File: src/rtl/multilevel_priority_queue_macros.svh
// assertion macros for the multilevel priority queue
// used by the top level only; no other dependencies
`ifndef MULTILEVEL_PRIORITY_QUEUE_MACROS_SVH
`define MULTILEVEL_PRIORITY_QUEUE_MACROS_SVH

// same-cycle implication, disabled while reset is asserted
`define MLPQ_ASSERT_NOW(label, clk, rst_n, ante, cons, msg) \
  label: assert property (@(posedge clk) disable iff (!rst_n) (ante) |-> (cons)) \
    else $error(msg);

// next-cycle implication, disabled while reset is asserted
`define MLPQ_ASSERT_NEXT(label, clk, rst_n, ante, cons, msg) \
  label: assert property (@(posedge clk) disable iff (!rst_n) (ante) |=> (cons)) \
    else $error(msg);

`endif

File: src/rtl/mlpq_pkg.sv
// shared types, constants and helpers for the multilevel priority queue
// no dependencies
package mlpq_pkg;

  // sizing
  localparam int LEVELS      = 16;
  localparam int LEVEL_DEPTH = 16;
  localparam int HANDLE_W    = 16;

  localparam int LVL_W  = $clog2(LEVELS);
  localparam int PTR_W  = $clog2(LEVEL_DEPTH);
  localparam int CNT_W  = $clog2(LEVEL_DEPTH + 1);
  localparam int HELD_W = $clog2(LEVELS * LEVEL_DEPTH + 1);
  localparam int ADDR_W = $clog2(LEVELS * LEVEL_DEPTH);

  // fixed field widths of the transaction payloads
  localparam int PRIO_FIELD_W  = 4;
  localparam int LEVEL_FIELD_W = 4;
  localparam int COUNT_FIELD_W = 9;

  typedef enum logic {
    ACT_ENQ = 1'b0,
    ACT_DEQ = 1'b1
  } action_t;

  typedef enum logic [1:0] {
    ST_OK    = 2'd0,
    ST_EMPTY = 2'd1,
    ST_FULL  = 2'd2
  } status_t;

  typedef enum logic [1:0] {
    S_IDLE,
    S_OP,
    S_TAKE,
    S_FRONT
  } fsm_t;

  typedef struct packed {
    action_t                   action;
    logic [HANDLE_W-1:0]       item_handle;
    logic [PRIO_FIELD_W-1:0]   priority_req;
  } in_item_t;

  typedef struct packed {
    status_t                    status;
    logic                       taken_valid;
    logic [HANDLE_W-1:0]        taken_item;
    logic [LEVEL_FIELD_W-1:0]   taken_level;
    logic                       front_valid;
    logic [HANDLE_W-1:0]        front_item;
    logic                       all_empty;
    logic [COUNT_FIELD_W-1:0]   total_count;
  } out_item_t;

  // result of the shared level picker
  typedef struct packed {
    logic             found;
    logic [LVL_W-1:0] level;
  } pick_t;

  // request to the entry store
  typedef struct packed {
    logic                we;
    logic                re;
    logic [ADDR_W-1:0]   addr;
    logic [HANDLE_W-1:0] wdata;
  } mem_req_t;

  // circular pointer advance within one level
  function automatic logic [PTR_W-1:0] ptr_inc(input logic [PTR_W-1:0] p);
    logic [PTR_W-1:0] r;
    r = (p == PTR_W'(LEVEL_DEPTH - 1)) ? '0 : p + 1'b1;
    return r;
  endfunction

  // flat entry address of a slot in a level
  function automatic logic [ADDR_W-1:0] slot_addr(input logic [LVL_W-1:0] lv,
                                                  input logic [PTR_W-1:0] p);
    logic [ADDR_W-1:0] a;
    a = ADDR_W'(lv) * ADDR_W'(LEVEL_DEPTH) + ADDR_W'(p);
    return a;
  endfunction

endpackage

File: src/rtl/mlpq_pick.sv
// level picker: lowest-numbered level that holds an item
// depends on mlpq_pkg
module mlpq_pick import mlpq_pkg::*; (
  input  logic [LEVELS-1:0] nonempty,
  output pick_t             pick
);

  // priority encoder, level 0 wins
  always_comb begin
    pick.found = 1'b0;
    pick.level = '0;
    for (int i = LEVELS - 1; i >= 0; i--) begin
      if (nonempty[i]) begin
        pick.found = 1'b1;
        pick.level = LVL_W'(i);
      end
    end
  end

endmodule

File: config.mk
export PLATFORM = sky130hd
export DESIGN_NAME = mlpq_pick
export DESIGN_NICKNAME = d
export VERILOG_FILES = /design/src/rtl/multilevel_priority_queue_macros.svh /design/src/rtl/mlpq_pkg.sv /design/src/rtl/mlpq_pick.sv
export SDC_FILE = /design/constraint.sdc
export NUM_CORES = 1
export LEC_CHECK = 0
export BUFFER_PORTS_ARGS = -buffer_cell sky130_fd_sc_hd__buf_2
export CAP_MARGIN = 30
export CORE_AREA = 2 2 39 41
export DETAILED_ROUTE_END_ITERATION = 10
export DIE_AREA = 0 0 41 43
export PLACE_DENSITY = 0.35
export SYNTH_ARGS = -nofsm -noshare
export SYNTH_HDL_FRONTEND = slang
export SYNTH_SLANG_ARGS = --single-unit
export TNS_END_PERCENT = 100
File: constraint.sdc
create_clock -name vclk -period 1.3
set_input_delay 0.195 -clock vclk [all_inputs]
set_output_delay 0.195 -clock vclk [all_outputs]
set_load 0.02 [all_outputs]
**Word level (Yosys, flattened, before mapping)**

Cells that the tools add are included.

- Bits in registers: 0
- Output and inout bits: 5
- Logic and storage cells: 16

- Muxes and demuxes: 16

Operators by type and width:

| cell | number |
|---|---|
| two-way mux 5 bit | 16 |

**Logic depth before layout (Yosys ltp)**

- Word-level depth: 16
- Gate-level depth with buffers: 4
- Gate-level depth less buffers: 4

**Worst setup path after synthesis**

No wires, ideal clock.

- Path type: input to output
- From: in nonempty[6]
- To: out pick[4] in the netlist's numbering
- Data arrival time: 0.977 ns
- Data required time: 1.105 ns
- Slack: 0.128 ns
- Stages on the path: 3
- Path buffers: 0
- Cell sequence: nor4_2 > nand3_1 > or3_1

RTL lines:

| element | line | text |
|---|---|---|
| start, declared | mlpq_pick.sv:4 | `input logic [LEVELS-1:0] nonempty,` |
| end, declared | mlpq_pick.sv:5 | `output pick_t pick` |

==> impl_metrics.toml <==
[layout]
final-seq-area_sq_um = 0
drive_gt1_share_pct = 51.6
nFlopsAndLatches = 0
synthToLayoutAreaGrowth_pct = 141
antenna_cells = 0
layout_commonest_cell = "buf_2"
nFillCells = 166
mostFrequentLayoutCells = "17 x buf_2, 9 x buf_4, 7 x nor2_1, 5 x nand2_1"
clkbuf_count = 0
fin_nets = 82
final_core_util_pct = 30.6

[timing]
drv_slew = 0
setup_ws_ns = -0.0518
min_period_over_period_pct = 104
fmax_mhz = 740
min_period_ns = 1.35
hold_viol = 0
finalSetupTns_ns = -0.0518
worstMarginPinSlew_ns = 0.225
setup_viol = 1
hold_ws_ns = 0.695
max_slew_margin_pct = 84.9
rsz0062_at_grt = "yes"

[die]
core_sq_um = 1380
pin_count = 21
row_count = 14
dieWidth_um = 41
die_area_sq_um = 1760
start_util_pct = 12.7
fp.dieH_um = 43

[global_route]
track_usage_pct = 9.49
grtUsageMet2_pct = 15.3
antenna_found_initial = 0
gr-usage-met3_pct = 0.524
grt_use_met1_pct = 14.2
top_usage_layer = "met2"
grt_pass1_wl_um = 1230
grt_pass1_vias = 313
overflow = 0
grt_max_degree = 5

[placement]
place_congestion = 0.658
portBuffers = 21
place_hpwl_um = 700

[critical_path]
cp_max_fo = 2
crit_path_start = "nonempty[6]"
crit_path_end_kind = "output port"
cp.arrival_ns = 1.16
required_ns = 1.11
worstSetupPathType = "input pin to output port"
start_kind = "input pin"

[routing]
avgViaCountPerCell = 4.26
wl_per_cell_um = 9.78
drtIter0Drc = 4
vias = 341
routed_wl_um = 782
drt_first_pass_iters = 3
remaining_drc_errors = 0
ant_nets = 0

[min_path]
worstHoldStart = "nonempty[0]"
min_path_type = "input pin to output port"

[cts]
cts_hold_buf = 0
cts_setup_buffers = 0

[synthesis]
ys_seq_area_share_pct = 0
yosysUniqueCellTypes = 16
postSynthAreaPerCell_sq_um = 5.15
ys_warn_count = 0
syn-num-nets = 50
yosysTopAreaCell = "nor2_1"
syn_area_sq_um = 175
syn_inst = 34
synth_area_leaders = "nor2_1 17%, nand2_1 11%, a21oi_1 8.6%"
synth_top_area_share_pct = 17.1

[pwr]
power_leakage_nw = 0.211
clkPwrFrac_pct = 0
power.switching_uw = 54.3
max-vdd-ir-drop_uv = 100
combPwrFrac_pct = 100.0
p_int_uw = 60.0
power_density_nw_per_um2 = 270
power_frac_seq_pct = 0
swShare_pct = 47.5

[status]
outcome = "complete, but fails checks"
violations = "setup timing"

[job]
cap_violations = 0
==> final timing paths <==
kind / end / slack (ns) / depth (start not counted)
setup / recovery: pick[4] / -0.05 / 5
hold / removal: pick[0] / 0.70 / 3
==> per-layer routing <==
layer / vias to the layer above / part of all wire (%)
met2: 16 / 43
li1: 184 / -
met5: - / 0
met3: 0 / 12
met1: 141 / 45
met4: 0 / 0
==> repair_timing <==
action	in CTS	in global routing
pin swaps	1	3
resized for setup	2	10
endpoints found under the setup margin	2	5
==> critical path, cell delays in order <==
cell and delay (ns):
buf_6 0.10, nor4_4 0.27, nand3_1 0.12, or3_1 0.31
buf_2 0.16
==> cell families (layout without fill, tap and decap cells) <==
family                 Yosys count  count (layout)  synth area share [%]
and+or+nand+nor                 21              21                  58.6
AOI/OAI and AO/OA               10              10                  35.0
buffers and inverters            3              33                  6.43
==> through the flow <==
stage	total power [mW]	setup slack [ns]	area, sq um	std cells
after floorplan	0.0333	0.128	175	34
after global placement	0.0993	-0.0965	368	80
after detailed placement	0.0982	-0.0966	368	80
after CTS	0.103	-0.0814	383	80
after global routing	0.126	-0.138	423	80
final	0.114	-0.0518	423	80
==> Yosys cell counts <==
cell type,count
a21oi_1,3
a31oi_1,2
and3_1,1
inv_1,3
nand2_1,5
nand3_1,2
nor2_1,8
nor3_1,1
nor4_1,1
nor4_2,1
o21ai_0,2
o22ai_1,1
o311a_1,1
o31ai_1,1
or2b_1,1
or3_1,1
==> final cells by class <==
class	instances	area (sq um)	share of cell area [%]
timing repair buffer	30	201	47.6
multi-input combinational	31	190	45.0
tap	16	20.0	4.73
inverter	3	11.3	2.66
==> power by group through the flow <==
stage / combinational [mW] / clock [mW] / sequential, mW
6_report: 0.114 / 0 / 0
4_1_cts: 0.103 / 0 / 0
5_1_grt: 0.126 / 0 / 0
2_1_floorplan: 0.0333 / 0 / 0
3_3_place_gp: 0.0993 / 0 / 0
3_5_place_dp: 0.0982 / 0 / 0
Note: power is estimated with default switching activity, not from simulation.
