--- src/rtl/multilevel_priority_queue_macros.svh ---
// assertion macros for the multilevel priority queue
// used by the top level only; no other dependencies
`ifndef MULTILEVEL_PRIORITY_QUEUE_MACROS_SVH
`define MULTILEVEL_PRIORITY_QUEUE_MACROS_SVH

// same-cycle implication, disabled while reset is asserted
`define MLPQ_ASSERT_NOW(label, clk, rst_n, ante, cons, msg) \
  label: assert property (@(posedge clk) disable iff (!rst_n) (ante) |-> (cons)) \
    else $error(msg);

// next-cycle implication, disabled while reset is asserted
`define MLPQ_ASSERT_NEXT(label, clk, rst_n, ante, cons, msg) \
  label: assert property (@(posedge clk) disable iff (!rst_n) (ante) |=> (cons)) \
    else $error(msg);

`endif

--- src/rtl/mlpq_pkg.sv ---
// shared types, constants and helpers for the multilevel priority queue
// no dependencies
package mlpq_pkg;

  // sizing
  localparam int LEVELS      = 16;
  localparam int LEVEL_DEPTH = 16;
  localparam int HANDLE_W    = 16;

  localparam int LVL_W  = $clog2(LEVELS);
  localparam int PTR_W  = $clog2(LEVEL_DEPTH);
  localparam int CNT_W  = $clog2(LEVEL_DEPTH + 1);
  localparam int HELD_W = $clog2(LEVELS * LEVEL_DEPTH + 1);
  localparam int ADDR_W = $clog2(LEVELS * LEVEL_DEPTH);

  // fixed field widths of the transaction payloads
  localparam int PRIO_FIELD_W  = 4;
  localparam int LEVEL_FIELD_W = 4;
  localparam int COUNT_FIELD_W = 9;

  typedef enum logic {
    ACT_ENQ = 1'b0,
    ACT_DEQ = 1'b1
  } action_t;

  typedef enum logic [1:0] {
    ST_OK    = 2'd0,
    ST_EMPTY = 2'd1,
    ST_FULL  = 2'd2
  } status_t;

  typedef enum logic [1:0] {
    S_IDLE,
    S_OP,
    S_TAKE,
    S_FRONT
  } fsm_t;

  typedef struct packed {
    action_t                   action;
    logic [HANDLE_W-1:0]       item_handle;
    logic [PRIO_FIELD_W-1:0]   priority_req;
  } in_item_t;

  typedef struct packed {
    status_t                    status;
    logic                       taken_valid;
    logic [HANDLE_W-1:0]        taken_item;
    logic [LEVEL_FIELD_W-1:0]   taken_level;
    logic                       front_valid;
    logic [HANDLE_W-1:0]        front_item;
    logic                       all_empty;
    logic [COUNT_FIELD_W-1:0]   total_count;
  } out_item_t;

  // result of the shared level picker
  typedef struct packed {
    logic             found;
    logic [LVL_W-1:0] level;
  } pick_t;

  // request to the entry store
  typedef struct packed {
    logic                we;
    logic                re;
    logic [ADDR_W-1:0]   addr;
    logic [HANDLE_W-1:0] wdata;
  } mem_req_t;

  // circular pointer advance within one level
  function automatic logic [PTR_W-1:0] ptr_inc(input logic [PTR_W-1:0] p);
    logic [PTR_W-1:0] r;
    r = (p == PTR_W'(LEVEL_DEPTH - 1)) ? '0 : p + 1'b1;
    return r;
  endfunction

  // flat entry address of a slot in a level
  function automatic logic [ADDR_W-1:0] slot_addr(input logic [LVL_W-1:0] lv,
                                                  input logic [PTR_W-1:0] p);
    logic [ADDR_W-1:0] a;
    a = ADDR_W'(lv) * ADDR_W'(LEVEL_DEPTH) + ADDR_W'(p);
    return a;
  endfunction

endpackage

--- src/rtl/mlpq_store.sv ---
// entry store: one port, one access per cycle, registered read data
// depends on mlpq_pkg
module mlpq_store import mlpq_pkg::*; (
  input  logic                clk,
  input  mem_req_t            req,
  output logic [HANDLE_W-1:0] rdata_r
);

  logic [HANDLE_W-1:0] mem [LEVELS * LEVEL_DEPTH];

  // write and registered read
  always_ff @(posedge clk) begin
    if (req.we) begin
      mem[req.addr] <= req.wdata;
    end
    if (req.re) begin
      rdata_r <= mem[req.addr];
    end
  end

endmodule

--- config.mk ---
export PLATFORM = sky130hd
export DESIGN_NAME = mlpq_store
export DESIGN_NICKNAME = d
export VERILOG_FILES = /design/src/rtl/multilevel_priority_queue_macros.svh /design/src/rtl/mlpq_pkg.sv /design/src/rtl/mlpq_store.sv
export SDC_FILE = /design/constraint.sdc
export NUM_CORES = 2
export LEC_CHECK = 0
export BUFFER_PORTS_ARGS = -buffer_cell sky130_fd_sc_hd__buf_2
export CAP_MARGIN = 20
export CORE_MARGIN = 2
export CORE_UTILIZATION = 46
export DETAILED_ROUTE_END_ITERATION = 8
export SYNTH_ARGS = -nofsm -noshare
export SYNTH_HDL_FRONTEND = slang
export SYNTH_SLANG_ARGS = --single-unit
--- constraint.sdc ---
create_clock -name clk -period 3.7 [get_ports clk]
set_input_delay 0.555 -clock clk [delete_from_list [all_inputs] [get_ports clk]]
set_output_delay 0.555 -clock clk [all_outputs]
set_load 0.1 [all_outputs]
* Word level (Yosys, flattened, before mapping)
Memories as Yosys holds them, arrays and structs flattened. A register that Yosys moved wholly into a read port is not among the register bits. Index checks and enable logic that the tools add are counted.
Operators by class: muxes and demuxes 2
Operator list (number):
- $mux 1 | 2
Storage, ports and cells: register bits 0, RAM bits 4096, input port bits 27, memories 1
Memory list:
- mem | words 256, bits a word 16, rd ports 1, clocked after Yosys merged registers in 1, write ports 1, line mlpq_store.sv:9 | logic [HANDLE_W-1:0] mem [LEVELS * LEVEL_DEPTH];

* Depth between registers and ports, before layout
depth in word-level cells 2, depth in mapped cells 10

* Least setup slack after synthesis
No wires, ideal clock.
path kind input to register, from input port req[16] (netlist name), to memory mem[145][0], enable pin, setup time 409 ps, data arrival time 2844 ps, data required time 3291 ps, path slack 447 ps, stages 7, cells stage by stage clkbuf_1 > buf_6 > clkbuf_1 > buf_2 > nand2b_1 > clkbuf_1 > nor3_1
RTL lines:
- from (decl) | line mlpq_store.sv:5 | input mem_req_t req,
- to (decl) | line mlpq_store.sv:9
Straight into the memory's write port.

==> flow_summary.json <==
{
  "via_count": 76100,
  "placed_area_um2": 168000,
  "crit_path_max_incr_delay_ns": 0.97,
  "finalPower_w": 0.0976,
  "reg2reg_from": "mem[175][13]",
  "viasPerCell": 6.12,
  "core_area_um2": 337000,
  "syn_area_um2": 156000,
  "max_freq_mhz": 312,
  "worstHoldEndpoint": "mem[8][8]",
  "clkSinkCount": 4112,
  "final_cells": 12400,
  "clk_pin_slew_ns": 0.06,
  "clk_latency_ns": 0.97,
  "cts_htree_levels": 5,
  "run_status": "finished, final reports clean",
  "dp_hpwl_um": 250000,
  "hold_start": "req[8]",
  "num-nets-final": 7582,
  "endpoint_kind": "register",
  "grt_pass1_vias": 76800,
  "grt_overflow": 0,
  "crit_path_frequent_cell": "buf_12",
  "antenna_left": 0,
  "wl_um": 414000,
  "routedWlPerCell_um": 33.3,
  "avgSynthCellArea_um2": 23.1,
  "min_period_ns": 3.21,
  "max-slew-margin-rel_pct": 21.4,
  "maxCapViolations": 0,
  "grt_pass1_wl_um": 586000,
  "rsz0062_at_grt": "false",
  "place_inst": 11600,
  "die_area_um2": 343000,
  "timing_worst_setup_path_type": "input pin to register",
  "drc_errors": 0,
  "dieHeight_um": 586,
  "hold_buffers": 2,
  "power.density_nw_per_um2": 539,
  "cts_buffers": 420,
  "nFillCells": 25100,
  "synth_nets": 6754,
  "critPathMaxFanout": 19,
  "hold_violations": 0,
  "io_buffers": 42,
  "setup_tns_ns": 0,
  "ir_drop_mv": 0.398,
  "rr_endpoint": "rdata_r[13]",
  "reg2reg_depth": 6,
  "critPathBufInv": 3,
  "cp.arrival_ns": 3.86,
  "cts_buffer_depth": 4,
  "synth_cell_type_count": 21,
  "area_growth_pct": 16.4,
  "die_w_um": 586,
  "post_cts_resized": 0,
  "final_max_slew_viol_count": 0,
  "yosys_register_bits": 4112,
  "skew_ns": 0.0578,
  "fin_crit_sh_pct": 86.7,
  "placementRows": 213,
  "postCtsSetupBuffers": 0,
  "cellLeakagePower_nw": 56.5,
  "crit_cells": 8,
  "gp_congestion": 0.833,
  "hp-class": "input pin to register",
  "syn_inst": 6727,
  "antenna_found_initial": 29,
  "tightest_slew_ns": 1.18,
  "finish.instance_area_um2": 181000,
  "ys_seq_area_share_pct": 79.4,
  "start_util_pct": 46.2,
  "dr.pass1.iters": 5,
  "critical_path_required_ns": 4.35,
  "setup-violations-final": 0,
  "slowest_stage": "o41ai_2",
  "ioPinCount": 43,
  "ctsRootBufferMaster": "clkbuf_16",
  "rrSetupSlack_ns": 0.65,
  "grt_max_degree": 141,
  "start_kind": "input pin",
  "cts_tree": "done",
  "worstPathCellList": "buf_12 > buf_12 > buf_12 > mux4_2 > a22oi_1 > a21oi_1 > o41ai_2 > nand4_1",
  "hold_depth": 1,
  "path_delay_family": "compound AO/OA/AOI/OAI gates",
  "track_usage_pct": 24.1,
  "drive_gt1_share_pct": 32.2,
  "drt_iter0_drc": 9938,
  "hold-worst-slack_ns": 0.0725,
  "synth_warnings": 0
}
==> area by class of cell <==
type | instances | area, um^2 | area share (%)
flip-flops and latches | 4112 | 123000 | 68.2
multi-input cells | 2194 | 30800 | 17.0
clock buffers | 494 | 10900 | 6.01
repair buffers | 826 | 7800 | 4.30
well taps | 4515 | 5650 | 3.12
clock inverters | 280 | 2530 | 1.39
diodes | 17 | 42.5 | 0.0235
inverters | 1 | 3.75 | 0.00207
==> worst register-to-register path, delay by kind of cell, from the launching register on <==
kind                   cells  cell delay, ns
muxes                      1            0.46
buffers and inverters      1            0.28
AOI/OAI and AO/OA          3            1.60
and+or+nand+nor            1            0.08
DFF                        1            0.36
==> synth_stat cells <==
library cell / n / area (um^2)
edfxtp_1: 4112 / 123000
mux4_2: 1024 / 23100
a22oi_1: 512 / 3840
a21oi_1: 256 / 1280
clkbuf_1: 249 / 935
nor2_1: 232 / 871
buf_2: 76 / 380
o41ai_1: 64 / 561
buf_1: 54 / 203
nor3_1: 30 / 150
nand2_1: 28 / 105
buf_6: 25 / 282
buf_4: 16 / 120
nand4_1: 16 / 100
nand3_1: 13 / 65.1
nor2b_1: 7 / 43.8
nand2b_1: 6 / 37.5
and2_1: 3 / 18.8
or2_2: 2 / 12.5
inv_1: 1 / 3.75
or3_1: 1 / 6.26
==> power breakdown <==
part | internal (W) | switching, W | leakage (nW) | total, W
clock network | 0.0235 | 0.0178 | 6.55 | 0.0413
logic | 0.00177 | 0.00317 | 13.0 | 0.00494
registers | 0.0514 | 0.0000601 | 37.0 | 0.0514
total | 0.0766 | 0.0210 | 56.5 | 0.0976
==> cell families after synthesis <==
| logic type | Yosys count | share of synthesized area [%] |
|---|---|---|
| AO/OA/AOI/OAI | 832 | 3.65 |
| buffers and inverters | 421 | 1.24 |
| flip-flops | 4112 | 79.4 |
| multiplexers | 1024 | 14.8 |
| AND/OR/NAND/NOR | 338 | 0.906 |
==> how the worst max path moves through the flow <==
| stage | start | to | slack [ns] |
|---|---|---|---|
| floorplan | req[16] | mem[145][0] | 0.45 |
| global placement | req[16] | rdata_r[10] | -1.65 |
| detailed placement | req[16] | rdata_r[3] | -0.66 |
| CTS | req[16] | rdata_r[3] | 0.39 |
| global route | req[16] | rdata_r[3] | 0.39 |
| finish | req[16] | rdata_r[0] | 0.49 |
==> layer usage <==
| metal | up-vias | global-route usage [%] | part of all wire (%) |
|---|---|---|---|
| li1 | 30800 | - | - |
| met1 | 41300 | 33.8 | 40 |
| met2 | 3489 | 39.1 | 49 |
| met3 | 600 | 4.18 | 8.1 |
| met4 | 10 | 7.28 | 3.1 |
| met5 | - | 0 | 0.015 |
==> flip-flops by register name, indices dropped and copies added (netlist names) <==
signal   flops
mem       4096
rdata_r     16
==> layout by cell type (no fill, tap or decap), types with 11 or more instances in the layout <==
| cell type | synthesis | routed |
|---|---|---|
| buf_2 | 76 | 27 |
| clkinv_2 | 0 | 81 |
| a21oi_1 | 256 | 256 |
| buf_8 | 0 | 17 |
| clkbuf_1 | 249 | 69 |
| nand2_1 | 28 | 24 |
| clkbuf_16 | 0 | 425 |
| nor2_2 | 0 | 34 |
| buf_12 | 0 | 122 |
| o41ai_2 | 0 | 35 |
| o41ai_1 | 64 | 29 |
| edfxtp_1 | 4112 | 4112 |
| nor3_2 | 0 | 30 |
| inv_6 | 0 | 11 |
| diode_2 | 0 | 17 |
| nor2_1 | 232 | 197 |
| clkinv_1 | 0 | 125 |
| mux4_2 | 1024 | 1024 |
| buf_4 | 16 | 657 |
| a22oi_1 | 512 | 512 |
| bufinv_16 | 0 | 34 |
| nand4_1 | 16 | 16 |
| clkinv_16 | 0 | 12 |
==> metrics by stage <==
step	util, %	setup WS, ns
6_report	53.8	0.492
4_1_cts	53.8	0.395
3_3_place_gp	49.8	-1.65
5_1_grt	53.8	0.392
3_5_place_dp	49.8	-0.658
2_1_floorplan	-	0.447
No activity file was read; power rests on OpenSTA's default activity.
